===== config.mk =====
export PLATFORM = sky130hd
export DESIGN_NAME = delta_varint_posting_decoder_unit
export DESIGN_NICKNAME = d
export VERILOG_FILES = /design/src/rtl/dvpd_pkg.sv /design/src/rtl/delta_varint_posting_decoder_unit.sv /design/src/rtl/dvpd_in_reg.sv /design/src/rtl/dvpd_decode.sv /design/src/rtl/dvpd_out_reg.sv
export VERILOG_INCLUDE_DIRS = /design/src /design/src/rtl
export SDC_FILE = /design/constraint.sdc
export NUM_CORES = 1
export LEC_CHECK = 0
export ABC_AREA = 1
export BUFFER_PORTS_ARGS = -buffer_cell sky130_fd_sc_hd__buf_2
export CORE_MARGIN = 10
export CORE_UTILIZATION = 45
export DETAILED_ROUTE_END_ITERATION = 16
export SETUP_SLACK_MARGIN = 0.1
export SYNTH_ARGS = -nofsm -noshare
export SYNTH_HDL_FRONTEND = slang
export SYNTH_SLANG_ARGS = --single-unit

===== constraint.sdc =====
create_clock -name i_clk -period 5.41 [get_ports i_clk]
set_input_delay 0 -clock i_clk [delete_from_list [all_inputs] [get_ports i_clk]]
set_output_delay 0 -clock i_clk [all_outputs]
set_load 0.1 [all_outputs]

===== src/rtl/assert_macros.svh =====
// assertion helpers, compiled out for synthesis
`ifndef ASSERT_MACROS_SVH
`define ASSERT_MACROS_SVH

`ifndef SYNTHESIS

// property must hold at every clock edge outside reset
`define ASSERT_PROP(lbl, clk, rst_n, prop) \
    lbl: assert property (@(posedge clk) disable iff (!rst_n) prop) \
        else $error("assertion failed");

// expression must never be true outside reset
`define ASSERT_NEVER(lbl, clk, rst_n, expr) \
    lbl: assert property (@(posedge clk) disable iff (!rst_n) !(expr)) \
        else $error("forbidden condition seen");

`else

`define ASSERT_PROP(lbl, clk, rst_n, prop)
`define ASSERT_NEVER(lbl, clk, rst_n, expr)

`endif

`endif


===== src/rtl/dvpd_pkg.sv =====
package dvpd_pkg;

    typedef enum logic [1:0] {
        KIND_POSITION = 2'd0,
        KIND_TOO_LONG = 2'd1,
        KIND_CLOSED   = 2'd2
    } t_kind;

    typedef struct packed {
        logic [7:0] data_byte;
        logic       list_end;
    } t_in_beat;

    typedef struct packed {
        logic [31:0] position;
        t_kind       kind;
        logic        last_of_list;
    } t_out_beat;

    localparam int MoreBit = 7;
    localparam logic [2:0] LastIndex = 3'd4;

    // place seven payload bits at the slot of byte idx, bits above 31 dropped
    function automatic logic [31:0] place_payload(input logic [6:0] payload,
                                                  input logic [2:0] idx);
        logic [31:0] v;
        begin
            case (idx)
                3'd0:    v = {25'd0, payload};
                3'd1:    v = {18'd0, payload, 7'd0};
                3'd2:    v = {11'd0, payload, 14'd0};
                3'd3:    v = {4'd0, payload, 21'd0};
                default: v = {payload[3:0], 28'd0};
            endcase
            return v;
        end
    endfunction

endpackage


===== src/rtl/delta_varint_posting_decoder_unit.sv =====
// channel   direction  handshake                  payload
// in        input      i_in_valid / o_in_stall    i_in_data  (data_byte, list_end)
// out       output     o_out_valid / i_out_stall  o_out_data (position, kind, last_of_list)
//
// one byte per cycle unless out stalls; a byte is staged, then its result registered
// the varint shift/or and the 32-bit running add sit between input and result registers
// bytes that produce no result are consumed without an output beat
// i_rst_n is synchronous, active low, and clears all decode state and both valid flags
// a stall on out backs up through the result register to o_in_stall in the same cycle
`include "assert_macros.svh"

module delta_varint_posting_decoder_unit (
    input  logic                i_clk,
    input  logic                i_rst_n,
    input  logic                i_in_valid,
    input  dvpd_pkg::t_in_beat  i_in_data,
    output logic                o_in_stall,
    output logic                o_out_valid,
    output dvpd_pkg::t_out_beat o_out_data,
    input  logic                i_out_stall
);

    logic                stage_valid;
    dvpd_pkg::t_in_beat  stage_data;
    logic                out_free;
    logic                advance;
    logic                res_valid;
    dvpd_pkg::t_out_beat res;
    logic                out_err;
    logic                out_closed;

    // the staged byte moves on whenever the result register can take its beat
    assign advance = stage_valid && out_free;

    dvpd_in_reg u_in_reg (
        .i_clk     (i_clk),
        .i_rst_n   (i_rst_n),
        .i_valid   (i_in_valid),
        .i_data    (i_in_data),
        .o_stall   (o_in_stall),
        .i_advance (advance),
        .o_valid   (stage_valid),
        .o_data    (stage_data)
    );

    dvpd_decode u_decode (
        .i_clk       (i_clk),
        .i_rst_n     (i_rst_n),
        .i_valid     (stage_valid),
        .i_data      (stage_data),
        .i_advance   (out_free),
        .o_res_valid (res_valid),
        .o_res       (res)
    );

    dvpd_out_reg u_out_reg (
        .i_clk       (i_clk),
        .i_rst_n     (i_rst_n),
        .i_load      (advance),
        .i_res_valid (res_valid),
        .i_res       (res),
        .o_free      (out_free),
        .o_valid     (o_out_valid),
        .o_data      (o_out_data),
        .i_stall     (i_out_stall)
    );

    assign out_err    = o_out_valid && (o_out_data.kind != dvpd_pkg::KIND_POSITION);
    assign out_closed = o_out_valid && (o_out_data.kind == dvpd_pkg::KIND_CLOSED);

    `ASSERT_PROP(a_err_pos_zero, i_clk, i_rst_n, out_err |-> (o_out_data.position == 32'd0))
    `ASSERT_PROP(a_closed_is_last, i_clk, i_rst_n, out_closed |-> o_out_data.last_of_list)
    `ASSERT_NEVER(a_no_stall_when_empty, i_clk, i_rst_n, o_in_stall && !o_out_valid)

endmodule


===== src/rtl/dvpd_in_reg.sv =====
module dvpd_in_reg (
    input  logic              i_clk,
    input  logic              i_rst_n,
    input  logic              i_valid,
    input  dvpd_pkg::t_in_beat i_data,
    output logic              o_stall,
    input  logic              i_advance,
    output logic              o_valid,
    output dvpd_pkg::t_in_beat o_data
);

    logic               r_valid;
    logic               n_valid;
    dvpd_pkg::t_in_beat r_data;
    logic               accept;

    assign o_stall = r_valid && !i_advance;
    assign accept  = i_valid && !o_stall;
    assign o_valid = r_valid;
    assign o_data  = r_data;

    always_comb begin
        n_valid = r_valid;
        if (accept) begin
            n_valid = 1'b1;
        end else if (i_advance) begin
            n_valid = 1'b0;
        end
    end

    always_ff @(posedge i_clk) begin
        if (!i_rst_n) begin
            r_valid <= 1'b0;
        end else begin
            r_valid <= n_valid;
        end
    end

    always_ff @(posedge i_clk) begin
        if (accept) begin
            r_data <= i_data;
        end
    end

endmodule


===== src/rtl/dvpd_decode.sv =====
module dvpd_decode (
    input  logic                i_clk,
    input  logic                i_rst_n,
    input  logic                i_valid,
    input  dvpd_pkg::t_in_beat  i_data,
    input  logic                i_advance,
    output logic                o_res_valid,
    output dvpd_pkg::t_out_beat o_res
);

    logic [31:0] r_partial;
    logic [31:0] n_partial;
    logic [2:0]  r_byte_index;
    logic [2:0]  n_byte_index;
    logic [31:0] r_running;
    logic [31:0] n_running;
    logic        r_discarding;
    logic        n_discarding;

    logic [2:0]  idx;
    logic        more;
    logic        at_last;
    logic [31:0] gathered;
    logic [31:0] sum;

    assign idx      = (r_byte_index > dvpd_pkg::LastIndex) ? dvpd_pkg::LastIndex
                                                            : r_byte_index;
    assign more     = i_data.data_byte[dvpd_pkg::MoreBit];
    assign at_last  = (idx == dvpd_pkg::LastIndex);
    assign gathered = r_partial | dvpd_pkg::place_payload(i_data.data_byte[6:0], idx);
    assign sum      = r_running + gathered;

    always_comb begin
        n_partial    = r_partial;
        n_byte_index = r_byte_index;
        n_running    = r_running;
        n_discarding = r_discarding;
        o_res_valid  = 1'b0;
        o_res        = '{position: 32'd0, kind: dvpd_pkg::KIND_POSITION,
                         last_of_list: 1'b0};
        if (r_discarding) begin
            if (i_data.list_end) begin
                o_res_valid  = 1'b1;
                o_res.kind   = dvpd_pkg::KIND_CLOSED;
                o_res.last_of_list = 1'b1;
                n_partial    = 32'd0;
                n_byte_index = 3'd0;
                n_running    = 32'd0;
                n_discarding = 1'b0;
            end
        end else if (!more || i_data.list_end) begin
            o_res_valid  = 1'b1;
            n_partial    = 32'd0;
            n_byte_index = 3'd0;
            if (more && at_last) begin
                // fifth byte still continues and closes the list
                o_res.kind         = dvpd_pkg::KIND_TOO_LONG;
                o_res.last_of_list = 1'b1;
                n_running          = 32'd0;
            end else begin
                o_res.position     = sum;
                o_res.last_of_list = i_data.list_end;
                n_running          = i_data.list_end ? 32'd0 : sum;
            end
        end else if (at_last) begin
            o_res_valid  = 1'b1;
            o_res.kind   = dvpd_pkg::KIND_TOO_LONG;
            n_partial    = 32'd0;
            n_byte_index = 3'd0;
            n_discarding = 1'b1;
        end else begin
            n_partial    = gathered;
            n_byte_index = idx + 3'd1;
        end
    end

    always_ff @(posedge i_clk) begin
        if (!i_rst_n) begin
            r_partial    <= 32'd0;
            r_byte_index <= 3'd0;
            r_running    <= 32'd0;
            r_discarding <= 1'b0;
        end else if (i_valid && i_advance) begin
            r_partial    <= n_partial;
            r_byte_index <= n_byte_index;
            r_running    <= n_running;
            r_discarding <= n_discarding;
        end
    end

endmodule


===== src/rtl/dvpd_out_reg.sv =====
module dvpd_out_reg (
    input  logic                i_clk,
    input  logic                i_rst_n,
    input  logic                i_load,
    input  logic                i_res_valid,
    input  dvpd_pkg::t_out_beat i_res,
    output logic                o_free,
    output logic                o_valid,
    output dvpd_pkg::t_out_beat o_data,
    input  logic                i_stall
);

    logic                r_valid;
    logic                n_valid;
    dvpd_pkg::t_out_beat r_data;

    assign o_free  = !r_valid || !i_stall;
    assign o_valid = r_valid;
    assign o_data  = r_data;

    always_comb begin
        n_valid = r_valid;
        if (i_load) begin
            n_valid = i_res_valid;
        end else if (!i_stall) begin
            n_valid = 1'b0;
        end
    end

    always_ff @(posedge i_clk) begin
        if (!i_rst_n) begin
            r_valid <= 1'b0;
        end else begin
            r_valid <= n_valid;
        end
    end

    always_ff @(posedge i_clk) begin
        if (i_load && i_res_valid) begin
            r_data <= i_res;
        end
    end

endmodule


==> results.toml <==
[timing]
fin_skew_ns = 0.0116
setup_viol = 0
slew_violations = 0
rsz0062_at_grt = "no"
hold_violations = 0
tightest_slew_ns = 1.10
tns_ns = 0
max-slew-margin-rel = 0.265
post-route-min-period_ns = 3.41
finalCritPeriodShare = 0.630
max_freq_mhz = 294

[routing]
post_drt_wl_per_cell_um = 15.2
first_iter_violations = 551
drt_wl_total_um = 18400
ant_nets = 0
drcViolationCount = 0
vias = 5997
via_per_inst = 4.96
first_pass_iters = 6

[run_status]
status = "complete, no violations"

[power_and_ir_drop]
power_density_nw_per_um2 = 298
ir_drop_mv = 0.217
power.leakage_nw = 3.90

[floorplanning]
die_w_um = 142
initial_core_util = 0.459
rows = 44
io_pins = 50
die-area_um2 = 20100
core-area_um2 = 14500
die_height_um = 142

[cells_and_area]
num-nets-final = 1063
fillers = 1493
antennaDiodeCount = 0
fin_cells = 1209
layout-drive-gt1-share = 0.0849
area.growth.synth_to_final_pct = 17.0

[synth]
yosysSeqAreaShare = 0.408
synth.distinct_cells = 29
synth_warnings = 0
syn-mean-instance-area_um2 = 7.04
syn_nets = 999
netlist_instances = 948
syn_area_um2 = 6670
synth_seq_cells = 114

[run]
drv_cap = 0

[clock_tree]
cts_hold_buf = 12
h-tree-depth = 4
clock_path_buffers = 2
clock_tree.root_cell = "clkbuf_16"
clock_latency_ns = 0.42
cts_tree = "done"
path_clk_slew_ns = 0.05
post_cts_buffers = 0
cts_buffers = 17
cts_sinks = 114
post_cts_resized = 0

[worst_setup_path]
cpPeakStageDelay_ns = 0.39
crit_arrival_ns = 3.57
cpLargestDelayFamily = "simple AND/OR/NAND/NOR gates"
critPathRequiredTime_ns = 5.57
setup.worst_path.start_class = "flip-flop"
worstPathMaxFanout = 11
path_buf_inv = 2
worst_path_most_repeated_cell = "nand2_1"
end_kind = "flip-flop"
cp_cell_sequence = "inv_1, o21a_1, ha_1, ha_1, inv_1, o21bai_1, ha_1, nand2_1, nor2_1, nand2_1, nor3_1, nand2_1, nand2_1, nand2_1, nand2_1, nor2_1"
crit_slowest_cell = "ha_1"
path_class = "reg -> reg"

[global_routing]
first_global_vias = 5513
grt_usage = 0.182
grt_pass1_wl_um = 28800
grt_max_degree = 37
grt_remaining_overflow = 0
antenna_found_initial = 0

[place]
hpwl_um = 13700
place.gp.congestion = 0.949
dp.cells = 1165
port_buffers = 49

[hold_path]
min_path_type = "in -> reg"
## flip-flops by register name (all words and copies together), names as in the netlist
| name | count |
|---|---|
| u_decode.r_byte_index | 3 |
| u_decode.r_partial | 32 |
| u_in_reg.o_valid | 1 |
| u_in_reg.o_data | 9 |
| u_out_reg.o_valid | 1 |
| u_out_reg.o_data | 35 |
| u_decode.r_running | 32 |
| u_decode.r_discarding | 1 |
## layer usage
metal	part of all wire	GRT usage	routed length (um)	up-vias
met2	0.43	0.273	7960	164
li1	-	-	-	3129
met1	0.49	0.248	8980	2670
met5	0	0	0	-
met4	0.025	0.0710	451	0
met3	0.054	0.0407	992	34
## through the flow
stage | total power, W | cell area (um2) | hold WS (ns) | setup slack [ns] | utilization
5_1_grt | 0.00241 | 7810 | 0.285 | 1.67 | 0.537
4_1_cts | 0.00234 | 7810 | 0.275 | 2.03 | 0.537
3_3_place_gp | 0.00122 | 7100 | 0.176 | 2.08 | 0.489
2_1_floorplan | 0.00116 | 6670 | 0.0989 | 2.27 | -
6_report | 0.00233 | 7810 | 0.284 | 2.00 | 0.537
3_5_place_dp | 0.00123 | 7100 | 0.178 | 2.06 | 0.489
## synthesized netlist by cell type
| library cell | instances | share of area |
|---|---|---|
| nor3_4 | 1 | 0.0024 |
| a211oi_1 | 2 | 0.0022 |
| xor2_1 | 14 | 0.018 |
| a31oi_1 | 28 | 0.026 |
| nand4_1 | 4 | 0.0037 |
| and3_1 | 1 | 0.00094 |
| o21bai_1 | 30 | 0.034 |
| fa_1 | 1 | 0.0030 |
| o21ai_0 | 7 | 0.0052 |
| nand3_1 | 46 | 0.035 |
| o21a_1 | 1 | 0.0011 |
| nor3_1 | 2 | 0.0015 |
| buf_2 | 3 | 0.0022 |
| a21oi_1 | 58 | 0.044 |
| nand3b_1 | 2 | 0.0022 |
| edfxtp_1 | 44 | 0.20 |
| dfxtp_1 | 70 | 0.21 |
| ha_1 | 37 | 0.069 |
| inv_1 | 157 | 0.088 |
| xnor2_1 | 2 | 0.0026 |
| a21o_1 | 1 | 0.0011 |
| clkinv_1 | 1 | 0.00056 |
| inv_2 | 2 | 0.0011 |
| clkbuf_1 | 18 | 0.010 |
| a211oi_4 | 1 | 0.0030 |
| nand2_2 | 1 | 0.00094 |
| nor2_1 | 115 | 0.065 |
| nand2_1 | 297 | 0.17 |
| and2_1 | 2 | 0.0019 |
## worst reg2reg max path, cell delays in order, from the launching register on
cell and delay [ns]:
dfxtp_1 0.35, inv_1 0.16, o21a_1 0.24, ha_1 0.19, ha_1 0.28, inv_1 0.21
o21bai_1 0.15, ha_1 0.39, nand2_1 0.12, nor2_1 0.28, nand2_1 0.18, nor3_1 0.18
nand2_1 0.15, nand2_1 0.10, nand2_1 0.06, nand2_1 0.07, nor2_1 0.04
## cells in the final DEF (no fill, tap or decap)
| cell | count |
|---|---|
| nand3_1 | 46 |
| a21o_1 | 1 |
| fa_1 | 1 |
| nor3_1 | 2 |
| and3_1 | 1 |
| o21ai_0 | 7 |
| clkinv_1 | 3 |
| and2_1 | 2 |
| nor2_1 | 115 |
| o21a_1 | 1 |
| bufinv_16 | 2 |
| dlygate4sd3_1 | 12 |
| a211oi_4 | 1 |
| a21oi_1 | 58 |
| clkbuf_1 | 2 |
| inv_4 | 4 |
| ha_1 | 37 |
| nand4_1 | 4 |
| inv_1 | 157 |
| o21bai_1 | 30 |
| inv_2 | 2 |
| edfxtp_1 | 44 |
| nand2_2 | 1 |
| nor3_4 | 1 |
| xor2_1 | 14 |
| clkinv_4 | 4 |
| a31oi_1 | 28 |
| clkbuf_16 | 18 |
| nand2_1 | 297 |
| xnor2_1 | 2 |
| a211oi_1 | 2 |
| nand3b_1 | 2 |
| dfxtp_1 | 70 |
| buf_2 | 49 |
| buf_4 | 5 |
## cells by family after synthesis
family | share of synthesized area
AOI/OAI and AO/OA | 0.116
xor gates and xnor gates | 0.0210
adders and majority gates | 0.0724
buffers and inverters | 0.102
DFF | 0.408
and+or+nand+nor | 0.280
## final timing paths
kind                                         endpoint  cells after the start  slack [ns]                                   from
setup / recovery   u_out_reg.o_data[31]$_SDFFCE_PP0P_                     16        2.00  u_decode.r_byte_index[2]$_SDFFE_PN0P_
setup reg to reg   u_out_reg.o_data[31]$_SDFFCE_PP0P_                     16        2.00  u_decode.r_byte_index[2]$_SDFFE_PN0P_
hold reg to reg   u_decode.r_partial[29]$_SDFFE_PN0P_                      2        0.44    u_decode.r_partial[29]$_SDFFE_PN0P_
hold / removal           u_in_reg.o_data[5]$_DFFE_PP_                      2        0.28                           i_in_data[5]
## cell type report
class	count	area, um2	share of cell area
clock buffer	20	458	0.0586
clock inverter	12	128	0.0163
inverter	160	601	0.0769
multi-input combinational	653	3270	0.418
sequential	114	2720	0.349
tap	184	230	0.0295
timing repair buffer	66	403	0.0516
## power breakdown
part	switching [W]	leakage, nW	total (W)	internal, W
Clock	0.000409	0.290	0.00111	0.000704
Combinational	0.000218	2.61	0.000279	0.0000608
Sequential	0.0000151	0.999	0.000936	0.000921
Total	0.000642	3.90	0.00233	0.00169
Note: power is estimated with default switching activity, not from simulation.
